File: config.mk
export PLATFORM = sky130hd
export DESIGN_NAME = fsspe_ctrl
export DESIGN_NICKNAME = d
export VERILOG_FILES = /design/src/rtl/fsspe_pkg.sv /design/src/rtl/fsspe_ctrl.sv
export SDC_FILE = /design/constraint.sdc
export NUM_CORES = 1
export LEC_CHECK = 0
export ABC_CLOCK_PERIOD_IN_PS = 3120
export BUFFER_PORTS_ARGS = -buffer_cell sky130_fd_sc_hd__buf_4
export CAP_MARGIN = 20
export CORE_AREA = 3 3 263 265
export DETAILED_ROUTE_END_ITERATION = 16
export DIE_AREA = 0 0 266 268
export SLEW_MARGIN = 25
export SYNTH_ARGS = -nofsm -noshare
export SYNTH_HDL_FRONTEND = slang
export SYNTH_SLANG_ARGS = --single-unit
File: constraint.sdc
create_clock -name clk_i -period 3.12 [get_ports clk_i]
set_input_delay 0 -clock clk_i [delete_from_list [all_inputs] [get_ports clk_i]]
set_output_delay 0 -clock clk_i [all_outputs]
set_load 0.1 [all_outputs]
File: src/rtl/fsspe_pkg.sv
// Package for the flash sector store: geometry constants, operation codes,
// controller states and the memory request bundle. No dependencies.
package fsspe_pkg;

  // Store geometry. Both counts are powers of two, so block and sector
  // indexes are bit fields of the sector number.
  localparam int unsigned NUM_BLOCKS        = 512;
  localparam int unsigned SECTORS_PER_BLOCK = 32;

  // Fixed field widths.
  localparam int unsigned FUNC_W = 2;
  localparam int unsigned PSN_W  = 14;
  localparam int unsigned BYTE_W = 8;
  localparam int unsigned EBLK_W = 9;
  localparam int unsigned CNT_W  = 32;

  // Derived widths.
  localparam int unsigned SEC_W = (SECTORS_PER_BLOCK > 1) ? $clog2(SECTORS_PER_BLOCK) : 1;
  localparam int unsigned BLK_W = (NUM_BLOCKS > 1) ? $clog2(NUM_BLOCKS) : 1;
  localparam int unsigned ROW_W = SECTORS_PER_BLOCK * BYTE_W;

  // Operation codes.
  typedef enum logic [FUNC_W-1:0] {
    FUNC_READ  = 2'd0,
    FUNC_WRITE = 2'd1,
    FUNC_ERASE = 2'd2,
    FUNC_NOP   = 2'd3
  } func_e;

  // Controller states.
  typedef enum logic [1:0] {
    ST_CLEAR,
    ST_IDLE,
    ST_MODIFY
  } state_e;

  // One access to the row memory: one write port, one registered read port.
  typedef struct packed {
    logic             we;
    logic [BLK_W-1:0] waddr;
    logic [ROW_W-1:0] wdata;
    logic             re;
    logic [BLK_W-1:0] raddr;
  } mem_req_t;

endpackage

File: src/rtl/fsspe_ctrl.sv
// Controller of the flash sector store: clearing pass, read-modify-write of a
// block row, block erase, the three transaction counters and the result registers.
// Depends on fsspe_pkg.
module fsspe_ctrl (
  input  logic                         clk_i,
  input  logic                         rst_ni,
  input  logic                         start_i,
  output logic                         busy_o,
  input  logic [fsspe_pkg::FUNC_W-1:0] func_i,
  input  logic [fsspe_pkg::PSN_W-1:0]  sector_number_i,
  input  logic [fsspe_pkg::BYTE_W-1:0] write_byte_i,
  input  logic [fsspe_pkg::EBLK_W-1:0] erase_block_i,
  output fsspe_pkg::mem_req_t          mem_req_o,
  input  logic [fsspe_pkg::ROW_W-1:0]  mem_rdata_i,
  output logic                         result_valid_o,
  output logic [fsspe_pkg::BYTE_W-1:0] read_byte_o,
  output logic                         status_o,
  output logic [fsspe_pkg::CNT_W-1:0]  writes_done_o,
  output logic [fsspe_pkg::CNT_W-1:0]  erases_done_o,
  output logic [fsspe_pkg::CNT_W-1:0]  write_attempts_o
);

  fsspe_pkg::state_e state_q, state_d;

  logic [fsspe_pkg::BLK_W-1:0]  clr_q, clr_d;
  fsspe_pkg::func_e             func_q;
  logic [fsspe_pkg::BLK_W-1:0]  blk_q;
  logic [fsspe_pkg::SEC_W-1:0]  sec_q;
  logic [fsspe_pkg::BYTE_W-1:0] data_q;

  logic                         valid_q, valid_d;
  logic [fsspe_pkg::BYTE_W-1:0] rbyte_q, rbyte_d;
  logic                         status_q, status_d;
  logic [fsspe_pkg::CNT_W-1:0]  writes_q, writes_d;
  logic [fsspe_pkg::CNT_W-1:0]  erases_q, erases_d;
  logic [fsspe_pkg::CNT_W-1:0]  attempts_q, attempts_d;

  logic                         accept;
  fsspe_pkg::func_e             func_in;
  logic [fsspe_pkg::BLK_W-1:0]  psn_blk;
  logic [fsspe_pkg::BLK_W-1:0]  erase_blk;
  logic [fsspe_pkg::BYTE_W-1:0] cur_byte;
  logic                         cur_empty;
  logic [fsspe_pkg::ROW_W-1:0]  new_row;

  // Decode of the incoming transaction; out-of-range indexes wrap.
  assign accept    = start_i && (state_q == fsspe_pkg::ST_IDLE);
  assign func_in   = fsspe_pkg::func_e'(func_i);
  assign psn_blk   = fsspe_pkg::BLK_W'(sector_number_i >> fsspe_pkg::SEC_W);
  assign erase_blk = fsspe_pkg::BLK_W'(erase_block_i);

  // Addressed byte of the row just read, and the row with the new byte merged.
  assign cur_byte  = mem_rdata_i[sec_q*fsspe_pkg::BYTE_W +: fsspe_pkg::BYTE_W];
  assign cur_empty = (cur_byte == '0);

  always_comb begin
    new_row = mem_rdata_i;
    new_row[sec_q*fsspe_pkg::BYTE_W +: fsspe_pkg::BYTE_W] = data_q;
  end

  // Next state.
  always_comb begin
    state_d = state_q;
    unique case (state_q)
      fsspe_pkg::ST_CLEAR: begin
        if (clr_q == fsspe_pkg::BLK_W'(fsspe_pkg::NUM_BLOCKS - 1)) begin
          state_d = fsspe_pkg::ST_IDLE;
        end
      end
      fsspe_pkg::ST_IDLE: begin
        if (accept && (func_in == fsspe_pkg::FUNC_READ || func_in == fsspe_pkg::FUNC_WRITE)) begin
          state_d = fsspe_pkg::ST_MODIFY;
        end
      end
      fsspe_pkg::ST_MODIFY: begin
        state_d = fsspe_pkg::ST_IDLE;
      end
      default: begin
        state_d = fsspe_pkg::ST_CLEAR;
      end
    endcase
  end

  // Outputs: memory accesses, result values and counter updates.
  always_comb begin
    mem_req_o  = '0;
    clr_d      = clr_q;
    valid_d    = 1'b0;
    rbyte_d    = rbyte_q;
    status_d   = status_q;
    writes_d   = writes_q;
    erases_d   = erases_q;
    attempts_d = attempts_q;
    unique case (state_q)
      fsspe_pkg::ST_CLEAR: begin
        // Zero one row per cycle after reset.
        mem_req_o.we    = 1'b1;
        mem_req_o.waddr = clr_q;
        clr_d           = clr_q + 1'b1;
      end
      fsspe_pkg::ST_IDLE: begin
        if (accept) begin
          unique case (func_in)
            fsspe_pkg::FUNC_READ, fsspe_pkg::FUNC_WRITE: begin
              mem_req_o.re    = 1'b1;
              mem_req_o.raddr = psn_blk;
            end
            fsspe_pkg::FUNC_ERASE: begin
              // A whole block is one row, erased in a single write.
              mem_req_o.we    = 1'b1;
              mem_req_o.waddr = erase_blk;
              erases_d        = erases_q + 1'b1;
              valid_d         = 1'b1;
              rbyte_d         = '0;
              status_d        = 1'b0;
            end
            fsspe_pkg::FUNC_NOP: begin
              valid_d  = 1'b1;
              rbyte_d  = '0;
              status_d = 1'b0;
            end
            default: begin
              valid_d = 1'b0;
            end
          endcase
        end
      end
      fsspe_pkg::ST_MODIFY: begin
        valid_d  = 1'b1;
        rbyte_d  = (func_q == fsspe_pkg::FUNC_READ) ? cur_byte : '0;
        status_d = (func_q == fsspe_pkg::FUNC_WRITE) && !cur_empty;
        if (func_q == fsspe_pkg::FUNC_WRITE) begin
          attempts_d = attempts_q + 1'b1;
          if (cur_empty) begin
            mem_req_o.we    = 1'b1;
            mem_req_o.waddr = blk_q;
            mem_req_o.wdata = new_row;
            writes_d        = writes_q + 1'b1;
          end
        end
      end
      default: begin
        valid_d = 1'b0;
      end
    endcase
  end

  // Control state and counters.
  always_ff @(posedge clk_i or negedge rst_ni) begin
    if (!rst_ni) begin
      state_q    <= fsspe_pkg::ST_CLEAR;
      clr_q      <= '0;
      valid_q    <= 1'b0;
      rbyte_q    <= '0;
      status_q   <= 1'b0;
      writes_q   <= '0;
      erases_q   <= '0;
      attempts_q <= '0;
    end else begin
      state_q    <= state_d;
      clr_q      <= clr_d;
      valid_q    <= valid_d;
      rbyte_q    <= rbyte_d;
      status_q   <= status_d;
      writes_q   <= writes_d;
      erases_q   <= erases_d;
      attempts_q <= attempts_d;
    end
  end

  // Transaction fields held for the modify cycle.
  always_ff @(posedge clk_i) begin
    if (accept) begin
      func_q <= func_in;
      blk_q  <= psn_blk;
      sec_q  <= fsspe_pkg::SEC_W'(sector_number_i);
      data_q <= write_byte_i;
    end
  end

  assign busy_o           = (state_q != fsspe_pkg::ST_IDLE);
  assign result_valid_o   = valid_q;
  assign read_byte_o      = rbyte_q;
  assign status_o         = status_q;
  assign writes_done_o    = writes_q;
  assign erases_done_o    = erases_q;
  assign write_attempts_o = attempts_q;

endmodule

After elaboration in Yosys (flattened, before gate mapping)
Index checks and enable logic that the tools add are counted.

word-level totals
  register bits = 141
  bits of input ports = 292
  word-level logic and storage cells = 72

cells by class
  eq/ne operators = 12
  reductions and logical operators = 17
  shift-type cells = 3
  mux-type cells = 23
  $add $sub $neg = 5

operator list
  kind                        count
  $mux W266                   2
  $bwmux W256                 1
  $mux W256                   1
  $shift A8 B34 Y256 const A  1
  $shiftx A256 B9 Y8          1
  $shiftx A8 B34 Y256         1
  $add A32 B1 Y32 const B     3
  $mux W10                    5
  $neg A8 Y34                 1
  $pmux W10 S3                1
  $mux W8                     3
  $pmux W8 S2                 1
  $add A9 B1 Y9 const B       1
  $eq A9 B9 Y1 const B        1
  $reduce_and A3 Y1           3
  $logic_not A8 Y1            1
  $eq A2 B1 Y1 const B        3
  $eq A2 B2 Y1 const B        3
  $logic_not A2 Y1            3
  $ne A2 B2 Y1 const B        3
  $pmux W2 S3                 1
  $mux W1                     4
  $mux W2                     2
  $ne A2 B1 Y1 const B        2
  7 further kinds             12

Logic depth before layout (Yosys ltp)
Gate-level depths: netlist (run 1).

  depth after elaboration = 6
  depth in mapped cells = 16
  mapped depth without buffers = 10

Least setup slack after synthesis (run 1)
OpenSTA, ideal clock, no wires.

  kind = register to output
  start = register sec_q[1] (netlist name)
  end = output mem_req_o[120] (netlist name)
  setup slack = -1171 ps
  required time = 3120 ps
  cell stages (with the launch flop) = 17
  arrival = 4291 ps
  cells stage by stage = edfxtp_1 -> buf_6 -> buf_6 -> buf_6 -> buf_2 -> inv_1 -> ha_1 -> nor3b_1 -> ha_1 -> a211o_1 -> buf_4 -> nor2_1 -> nand2_1 -> clkbuf_1 -> nor3_1 -> a21oi_1 -> nor2_1

RTL lines
  item                    RTL line           RTL
  from (decl)             fsspe_ctrl.sv:28   logic [fsspe_pkg::SEC_W-1:0] sec_q;
  from (signal assigned)  fsspe_ctrl.sv:176  sec_q <= fsspe_pkg::SEC_W'(sector_number_i);
  to (decl)               fsspe_ctrl.sv:13   output fsspe_pkg::mem_req_t mem_req_o,

==> results of run 1 <==
## flip-flops by register name, summed over array words and instances (netlist names)
signal	flops
erases_done_o	32
write_attempts_o	32
writes_done_o	32
blk_q	9
clr_q	9
data_q	8
read_byte_o	8
sec_q	5
func_q	2
state_q	2
result_valid_o	1
status_o	1
## report_power, final
group	switching [mW]	internal (mW)	leakage [nW]
Sequential	0.173	2.06	1.83
Clock	0.845	1.31	0.306
Combinational	4.24	2.40	9.52
## logic make-up after synthesis
logic type,synth area share [%]
compound gates,10.71
xor+xnor,6.749
fa+ha+maj,1.030
buf+inv,5.897
flops,27.30
mux,16.83
simple gates,31.49
## path summary, 6_finish.rpt
path / start / endpoint / slack, ps / cells past startpoint
min in group asynchronous: rst_ni / write_attempts_o[22] / 180 / 2
worst min register to register: writes_done_o[31] / writes_done_o[31] / 480 / 1
max in group asynchronous: rst_ni / clr_q[2] / 2130 / 3
worst max register to register: sec_q[1] / writes_done_o[1] / -460 / 16
worst max-delay path: sec_q[1] / mem_req_o[111] / -820 / 14
worst min-delay path: start_i / erases_done_o[0] / 30 / 3
## worst reg2reg max path: stages (launching register included)
cell and delay [ps]:
edfxtp_1 490, buf_12 200, buf_12 160, buf_4 170, buf_4 150, buf_4 160
inv_6 60, buf_4 130, nand2_1 70, a32oi_2 290, and3_2 340, and3b_2 260
nand4_4 100, buf_12 160, buf_12 180, buf_4 200, mux2_2 340
## cell usage after synthesis, types with 3 or more instances
cell type	count
a21oi_1	205
a22oi_1	21
a31oi_1	3
and2_1	17
and3_1	31
and4_1	8
buf_1	5
buf_2	18
buf_4	9
buf_6	23
clkbuf_1	81
dfrtp_1	117
edfxtp_1	24
ha_1	11
inv_1	10
inv_2	3
mux2_2	4
mux2i_1	92
mux4_2	57
nand2_1	114
nand2b_1	12
nand3_1	53
nand4_1	18
nor2_1	341
nor2b_1	11
nor3_1	195
nor3_4	7
nor4_1	3
nor4_2	27
o21ai_0	9
o22ai_1	9
xnor2_1	51
xor2_1	52
## cell type report
class	instances	share of cell area [%]
inverters	13	0.1860
multi-input cells	1385	41.51
repair buffers	946	39.72
clock buffers	20	1.579
well taps	873	3.776
flip-flops and latches	141	12.61
clock inverters	12	0.5536
diodes	7	0.06055
## metal layers
layer	share of wire (%)	vias up	track usage, %
met5	0.059	-	0
met4	3.7	8	6.698
met1	37	8383	29.14
li1	-	7684	-
met3	8.5	243	5.439
met2	50	1062	44.58
## timing repair
item                                    CTS  global route
pin swaps                                13            26
gates resized for setup                 507           320
buffers inserted                          9            12
endpoints found under the hold margin    78             0
cloned                                    3             6
hold buffers                             25             0
endpoints found under the setup margin  299           298
==> results by group, run 1 <==
Die
  – Core area: 67040 µm²
  – Chip Height: 268 µm
  – Row count: 95
  – Die X: 266 µm
  – Starting density of the core: 19.94%
  – Die area: 71290 µm²
  – Top Ports: 675

Worst setup path
  – CP required: 3120 ps
  – CP delay by family, top: multiplexers
  – Worst-path maximum fanout: 15
  – WS Path Type: register to primary output
  – Critical Path End Type: primary output
  – CP Launch Type: register
  – CP max stage delay: 600 ps
  – Slowest CP cell: mux4_2
  – Critical Path AT: 3940 ps
  – Cell repeated most along the worst path: buf_12
  – Critical-path cell list: buf_12 > buf_12 > mux4_2 > mux4_2 > mux2i_1 > buf_4 > and2_4 > and2_4 > nand4_4 > buf_12 > buf_12 > buf_12 > nor2_4 > buf_12
  – Buf/Inv on CP: 7

Synth
  – Yosys top cell by area: dfrtp_1
  – Avg Cell Area, Syn: 7.985 µm²
  – Post-Syn Area: 13370 µm²
  – Top FF cell, synth: dfrtp_1
  – Synthesized flop and latch total: 141
  – Yosys warnings: 0
  – Post-synthesis sequential area ratio: 27.30%
  – Netlist cell types: 60
  – Syn Nets: 1977
  – Share of the synthesized area in the top cell type: 21.90%
  – Synth top area cells: dfrtp_1 22%, mux4_2 9.6%, nor2_1 9.6%
  – Post-synth EDFFs: 24
  – FFs w/ async S/R, synth: 82.98%
  – Cells after Synth: 1674

STA
  – Max-slew violation count: 0
  – Final critical-path required period: 3939 ps
  – Worst slew margin: 20.44%
  – Fmax: 253.9 MHz
  – Hold Worst Slack: 28.24 ps
  – Period utilization: 126.3%
  – Final Skew: 18.28 ps
  – Final worst-path setup slack: -819.2 ps
  – RSZ-0062 raised after global routing: yes
  – Final hold viol count: 0
  – Final setup TNS: -208400 ps
  – Worst-Margin Slew: 1193 ps
  – Setup-failing EPs final: 298

Placed design
  – IO Port Bufs: 674
  – Inst Count DP: 3304
  – Hpwl dp: 72.79 mm
  – RePlAce Congestion: 0.9517
  – Pre-CTS setup slack: -488.8 ps
  – DP Area: 24170 µm²

Routing
  – DR vias: 17380
  – Mean routed wirelength per cell: 27.63 µm
  – Final ANT Viol Nets: 0
  – Total wire length: 93.86 mm
  – DRC: 0
  – First-pass DRT Iterations: 6
  – Initial drt markers: 1399
  – Via/cell ratio: 5.116

Clock tree
  – CTS tree: built
  – Clk_lat worst skew: 440 ps
  – Worst-path clk slew: 70 ps
  – CTS max path bufs: 2
  – Root buf cell: clkbuf_16
  – H-tree depth: 4
  – Inserted Clock Buffers: 17
  – CTS Sinks: 141

Cells and area
  – Layout cells sized above 1: 60.67%
  – Area of the multi-input gates: 12010 µm²
  – Cell Count, Final, Fillers Out: 3397
  – Nets: 2807
  – Synth-to-layout area growth: 116.4%
  – Most common cell after layout, fill and taps aside: buf_4
  – Final Core Density: 43.15%
  – Cell area after layout: 28930 µm²
  – Fill cells: 6191
  – Most frequent cells in the layout: 573 x buf_4, 329 x buf_12, 259 x nor2_4
  – Seq. cell area: 3649 µm²

GRT
  – Pin count of the biggest net entering global routing: 64
  – Initial antenna violation count: 11
  – Tot GR Track Use: 24.53%
  – First-pass GRT wire length: 126.6 mm
  – Number of global-route vias before repair: 17400
  – Total gr overflow: 0

Pwr
  – LEAKAGE: 11.66 nW
  – Peak VDD IR: 0.3789 mV
  – P per Cell Area: 380.9 nW/µm²
  – Power consumption: 11.02 mW

Run status
  – Status: finished with violations
  – Failing checks: setup timing

Hold path
  – Hold WC Path Type: input pin to register

Flow run
  – Max_cap viols: 0
(Power assumes the default switching activity.)
==> run 2: changes to the inputs <==
--- a/config.mk
+++ b/config.mk
@@ -11,6 +11,8 @@
 export CORE_AREA = 3 3 263 265
 export DETAILED_ROUTE_END_ITERATION = 16
 export DIE_AREA = 0 0 266 268
+export REMOVE_ABC_BUFFERS = 1
+export SETUP_SLACK_MARGIN = 0.2
 export SLEW_MARGIN = 25
 export SYNTH_ARGS = -nofsm -noshare
 export SYNTH_HDL_FRONTEND = slang
==> run 2 against run 1 <==
  * The run still ends with setup timing left
  * Sequential share of layout area rose by 0.60 points
  * Setup slack better by 8.7 ps
  * Count of clock-buffer cells in the layout decreased by 2
  * Die area unchanged
  * Critical path type unchanged
  * Critical endpoint is now mem_req_o[257]
  * Largest cell class is now non-clock buffers
  * Largest power group unchanged
==> results by group, run 2 (same netlist as run 1, synthesis figures left out) <==
Run status
  – Status: finished with violations
  – Failing checks: setup timing

Routing
  – DRC: 0
  – Final ANT Viol Nets: 0
  – Total wire length: 97.44 mm
  – DR vias: 17920
  – Mean routed wirelength per cell: 28.65 µm
  – Initial drt markers: 1665
  – Via/cell ratio: 5.270
  – First-pass DRT Iterations: 5

Clock tree
  – Root buf cell: clkbuf_16
  – H-tree depth: 4
  – CTS max path bufs: 2
  – Clk_lat worst skew: 450 ps
  – Worst-path clk slew: 70 ps
  – Inserted Clock Buffers: 17
  – CTS Sinks: 141
  – CTS tree: built

Die
  – Die X: 266 µm
  – Top Ports: 675
  – Row count: 95
  – Core area: 67040 µm²
  – Starting density of the core: 19.94%
  – Die area: 71290 µm²
  – Chip Height: 268 µm

Worst setup path
  – Buf/Inv on CP: 6
  – Setup crit end: mem_req_o[257]
  – R2R Path End: writes_done_o[1]
  – Critical Path AT: 3930 ps
  – CP max stage delay: 560 ps
  – Crit path depth: 12
  – Reg-to-reg critical path startpoint: sec_q[1]
  – Slowest CP cell: mux4_2
  – Worst-path maximum fanout: 18
  – Cell repeated most along the worst path: buf_12
  – CP Launch Point: sec_q[1]
  – CP delay by family, top: buffers and inverters
  – Worst R2R Setup Slack: -270 ps
  – Worst reg-to-reg path cell count: 11
  – Critical Path End Type: primary output
  – WS Path Type: register to primary output
  – Critical-path cell list: buf_12 > bufbuf_16 > mux4_2 > mux4_2 > a21oi_2 > and3_4 > nand4_4 > buf_12 > buf_16 > buf_12 > nor2_1 > buf_6
  – CP Launch Type: register
  – CP required: 3120 ps

GRT
  – First-pass GRT wire length: 125.1 mm
  – Pin count of the biggest net entering global routing: 69
  – Number of global-route vias before repair: 16880
  – Total gr overflow: 0
  – Initial antenna violation count: 18
  – Tot GR Track Use: 24.39%

STA
  – Worst-Margin Slew: 920.4 ps
  – Fmax: 254.4 MHz
  – Max-slew violation count: 0
  – Final setup TNS: -187430 ps
  – Final hold viol count: 0
  – Final critical-path required period: 3931 ps
  – Period utilization: 126.0%
  – Worst slew margin: 38.64%
  – Setup-failing EPs final: 298
  – Final Skew: 19.98 ps
  – Final worst-path setup slack: -810.6 ps
  – Hold Worst Slack: 247.1 ps
  – RSZ-0062 raised after global routing: yes

Flow run
  – Max_cap viols: 0

Cells and area
  – Seq. cell area: 3649 µm²
  – Cell area after layout: 27620 µm²
  – Nets: 2811
  – Synth-to-layout area growth: 106.7%
  – Area of the multi-input gates: 10880 µm²
  – Fill cells: 6449
  – Layout cells sized above 1: 52.80%
  – Most common cell after layout, fill and taps aside: buf_4
  – Most frequent cells in the layout: 572 x buf_4, 287 x buf_12, 195 x a21oi_1

Placed design
  – Hpwl dp: 72.30 mm
  – RePlAce Congestion: 0.9250
  – IO Port Bufs: 674
  – DP Area: 21110 µm²
  – Pre-CTS setup slack: -475.7 ps

Pwr
  – Power consumption: 10.52 mW
  – P per Cell Area: 380.9 nW/µm²
  – Peak VDD IR: 0.3377 mV
  – LEAKAGE: 11.39 nW

Hold path
  – Hold WC Path Type: input pin to async pin
[run 2: cell types whose count changed in the layout (fill, tap and decap cells not counted), moves of 26 or more]
cell,delta
nor2_4,-79
mux2i_1,+49
nor3_1,+31
mux2i_2,-49
nor4_2,-26
buf_6,+35
nand2_1,+27
nor2_2,+43
a21oi_1,+33
nor4_4,+26
nor2_1,+36
buf_12,-42
[run 2: worst reg2reg max path, cell delays in order, from the launching register on]
cell and delay [ps]:
edfxtp_1 380, buf_12 170, bufbuf_16 330, mux4_2 560, mux4_2 560, a21oi_2 190
and3_4 220, nand4_4 90, buf_4 180, buf_12 150, buf_4 170, mux2_2 260
[run 2: layout make-up]
class	count	share of cell area [%]
Antenna cell	7	0.06341
Clock buffer	18	1.631
Clock inverter	14	0.4711
Inverter	13	0.1767
Multi-Input combinational cell	1384	39.40
Sequential cell	141	13.21
Tap cell	873	3.954
Timing Repair Buffer	951	41.10
[run 2: metal layers]
| metal | track usage, % | routed length (µm) |
|---|---|---|
| met3 | 5.924 | 8733 |
| met5 | 0 | 110 |
| met4 | 6.980 | 3656 |
| met1 | 30.32 | 38020 |
| met2 | 42.09 | 46920 |
[run 2: what timing repair did]
action                                  4_1_cts  5_1_grt
pin swaps                                     1       86
endpoints found under the hold margin        94        0
gates resized for setup                     285      918
endpoints found under the setup margin      299      299
buffers inserted                              5       22
gates cloned                                  4       18
hold buffers                                 26        0
[run 2: metrics by stage]
step	utilization, %	cells
4_1_cts	34.61	3354
5_1_grt	41.19	3398
3_5_place_dp	31.48	3287
3_3_place_gp	31.48	3287
2_1_floorplan	-	1538
6_report	41.20	3401
[run 2: report_power, final]
part	internal (mW)	switching (mW)	total, mW
clock	1.15	0.888	2.04
sequential	2.06	0.174	2.24
combinational	2.20	4.04	6.24
[run 2: worst min path at each step]
stage,to,slack [ps],depth (start not counted)
after CTS,writes_done_o[4],260,2
after detailed placement,data_q[6],180,1
final,writes_done_o[0],250,2
after floorplan,clr_q[0],-300,0
after global routing,blk_q[2],280,2
after global placement,data_q[3],180,1
==> run 3: changes to the inputs <==
--- a/config.mk
+++ b/config.mk
@@ -6,13 +6,14 @@
 export NUM_CORES = 1
 export LEC_CHECK = 0
 export ABC_CLOCK_PERIOD_IN_PS = 3120
-export BUFFER_PORTS_ARGS = -buffer_cell sky130_fd_sc_hd__buf_4
+export BUFFER_PORTS_ARGS = -buffer_cell sky130_fd_sc_hd__buf_2
 export CAP_MARGIN = 20
 export CORE_AREA = 3 3 263 265
 export DETAILED_ROUTE_END_ITERATION = 16
 export DIE_AREA = 0 0 266 268
 export REMOVE_ABC_BUFFERS = 1
 export SETUP_SLACK_MARGIN = 0.2
+export SKIP_LAST_GASP = 1
 export SLEW_MARGIN = 25
 export SYNTH_ARGS = -nofsm -noshare
 export SYNTH_HDL_FRONTEND = slang
==> run 3 against run 2 <==
  * Routed wire length decreased by 2.0%
  * Total power increased by 1.9%
  * Largest power group unchanged
  * Die area unchanged
  * The flow still finishes with violations (setup timing)
  * Design area decreased by 1.3%
  * Critical endpoint is now mem_req_o[93]
  * Final cell count about the same
  * Sequential power about the same
  * Sequential share of layout area increased by 0.17 points
  * Worst hold slack got worse by 120 ps
  * Clock skew decreased by 0.93 ps
==> results by group, run 3 (same netlist as run 1, synthesis figures left out) <==
Run status
  – Status: finished with violations
  – Failing checks: setup timing

Clock tree
  – H-tree depth: 4
  – Worst-path clk slew: 60 ps
  – CTS max path bufs: 2
  – Root buf cell: clkbuf_16
  – CTS tree: built
  – Clk_lat worst skew: 440 ps
  – CTS Sinks: 141
  – Inserted Clock Buffers: 17

Pwr
  – P_int: 5.670 mW
  – P per Cell Area: 393.4 nW/µm²
  – Power consumption: 10.72 mW
  – Sw power: 5.055 mW
  – Clock power share: 21.1%
  – Logic pwr share: 58.1%
  – Switching Share: 47.13%
  – LEAKAGE: 11.16 nW
  – Peak VDD IR: 0.3073 mV
  – Share of power burned in registers: 20.7%

Routing
  – Via/cell ratio: 5.169
  – DR vias: 17560
  – First-pass DRT Iterations: 7
  – Final ANT Viol Nets: 0
  – Mean routed wirelength per cell: 28.10 µm
  – Total wire length: 95.48 mm
  – Initial drt markers: 1683
  – DRC: 0

STA
  – Final critical-path required period: 3882 ps
  – RSZ-0062 raised after global routing: yes
  – Worst slew margin: 51.40%
  – Worst-Margin Slew: 726.4 ps
  – Fmax: 257.6 MHz
  – Final worst-path setup slack: -762.3 ps
  – Final hold viol count: 0
  – Setup-failing EPs final: 297
  – Max-slew violation count: 0
  – Final Skew: 19.05 ps
  – Final setup TNS: -176670 ps
  – Period utilization: 124.4%

GRT
  – Number of global-route vias before repair: 17510
  – Initial antenna violation count: 26
  – First-pass GRT wire length: 131.1 mm
  – Pin count of the biggest net entering global routing: 77
  – Tot GR Track Use: 25.58%
  – Total gr overflow: 0

Worst setup path
  – Critical Path End Type: primary output
  – CP max stage delay: 530 ps
  – Worst R2R Setup Slack: -220 ps
  – Reg-to-reg critical path startpoint: sec_q[1]
  – WS Path Type: register to primary output
  – Worst reg-to-reg path cell count: 12
  – Cell repeated most along the worst path: buf_12
  – Critical-path cell list: buf_6 > buf_12 > mux4_2 > mux4_2 > mux2i_1 > buf_4 > and2_4 > and2_4 > nand4_4 > buf_12 > bufbuf_16 > nor2_4 > buf_12
  – Slowest CP cell: mux4_2
  – Critical Path AT: 3880 ps
  – Buf/Inv on CP: 6
  – CP delay by family, top: multiplexers
  – CP Launch Type: register
  – R2R Path End: writes_done_o[1]
  – Worst-path maximum fanout: 13
  – CP required: 3120 ps

Placed design
  – Hpwl dp: 73.64 mm
  – IO Port Bufs: 674
  – Pre-CTS setup slack: -687.5 ps
  – RePlAce Congestion: 0.9564
  – DP Area: 23390 µm²

Die
  – Die area: 71290 µm²
  – Top Ports: 675
  – Chip Height: 268 µm
  – Die X: 266 µm
  – Starting density of the core: 19.94%
  – Row count: 95
  – Core area: 67040 µm²

Flow run
  – Max_cap viols: 0

Cells and area
  – Final Core Density: 40.67%
  – Layout cells sized above 1: 53.58%
  – Nets: 2804
  – Seq. cell area: 3649 µm²
  – Area of the multi-input gates: 11050 µm²
  – Most frequent cells in the layout: 397 x buf_2, 327 x buf_12, 197 x nor2_4
  – Synth-to-layout area growth: 104.0%
  – Fill cells: 6503
  – Cell area after layout: 27260 µm²
  – Most common cell after layout, fill and taps aside: buf_2

Hold path
  – Hold WC Path Type: input pin to async pin
-- run 3: changes by cell type in the layout (fill, tap and decap cells not counted), sizes merged --
cell | previous run | this run
buf | 911 | 910
bufbuf | 1 | 6
bufinv | 1 | 3
clkbuf | 31 | 24
clkinvlp | 4 | 0
diode | 7 | 11
inv | 18 | 16
-- run 3: power by group through the flow --
stage,clock (mW),combinational (mW),sequential [mW]
detailed placement,0,5.52,2.25
floorplan,0,2.39,2.73
global route,2.39,6.49,2.24
global placement,0,5.51,2.25
finish,2.27,6.23,2.22
CTS,2.33,6.13,2.22
-- run 3: stage by stage --
stage               std cells  hold slack [ps]
floorplan                1538           -295.6
global placement         3287            36.97
detailed placement       3287            39.03
CTS                      3377            109.3
global route             3391            163.2
finish                   3398            127.5
-- run 3: timing repair --
action                     CTS  global route
setup buffers               16             7
gates cloned                16             3
hold endpoints to repair    68             0
setup endpoints to repair  299           299
resized for setup          450           100
hold buffers                26             0
pin swaps                   26             9
-- run 3: metal layers --
layer	track usage (%)	vias to the layer above	share of wire [%]
met1	31.60	8623	40
li1	-	7691	-
met2	43.79	1031	48
met4	8.729	24	3.6
met3	6.125	194	8.4
met5	0	-	0.17
-- run 3: area by class of cell --
| type | count | share of cell area, % |
|---|---|---|
| well taps | 873 | 4.007 |
| multi-input cells | 1384 | 40.53 |
| repair buffers | 944 | 39.41 |
| clock inverters | 10 | 0.5416 |
| diodes | 11 | 0.1010 |
| flip-flops and latches | 141 | 13.38 |
| clock buffers | 22 | 1.859 |
| inverters | 13 | 0.1790 |
-- run 3: how the worst max path moves through the flow --
stage	from	endpoint	slack, ps	depth (start not counted)
2_1_floorplan	sec_q[1]	mem_req_o[105]	-5220	7
3_5_place_dp	sec_q[1]	mem_req_o[43]	-690	13
5_1_grt	sec_q[1]	mem_req_o[93]	-880	13
4_1_cts	sec_q[1]	mem_req_o[15]	-780	14
3_3_place_gp	sec_q[1]	mem_req_o[43]	-700	13
6_report	sec_q[1]	mem_req_o[93]	-760	13
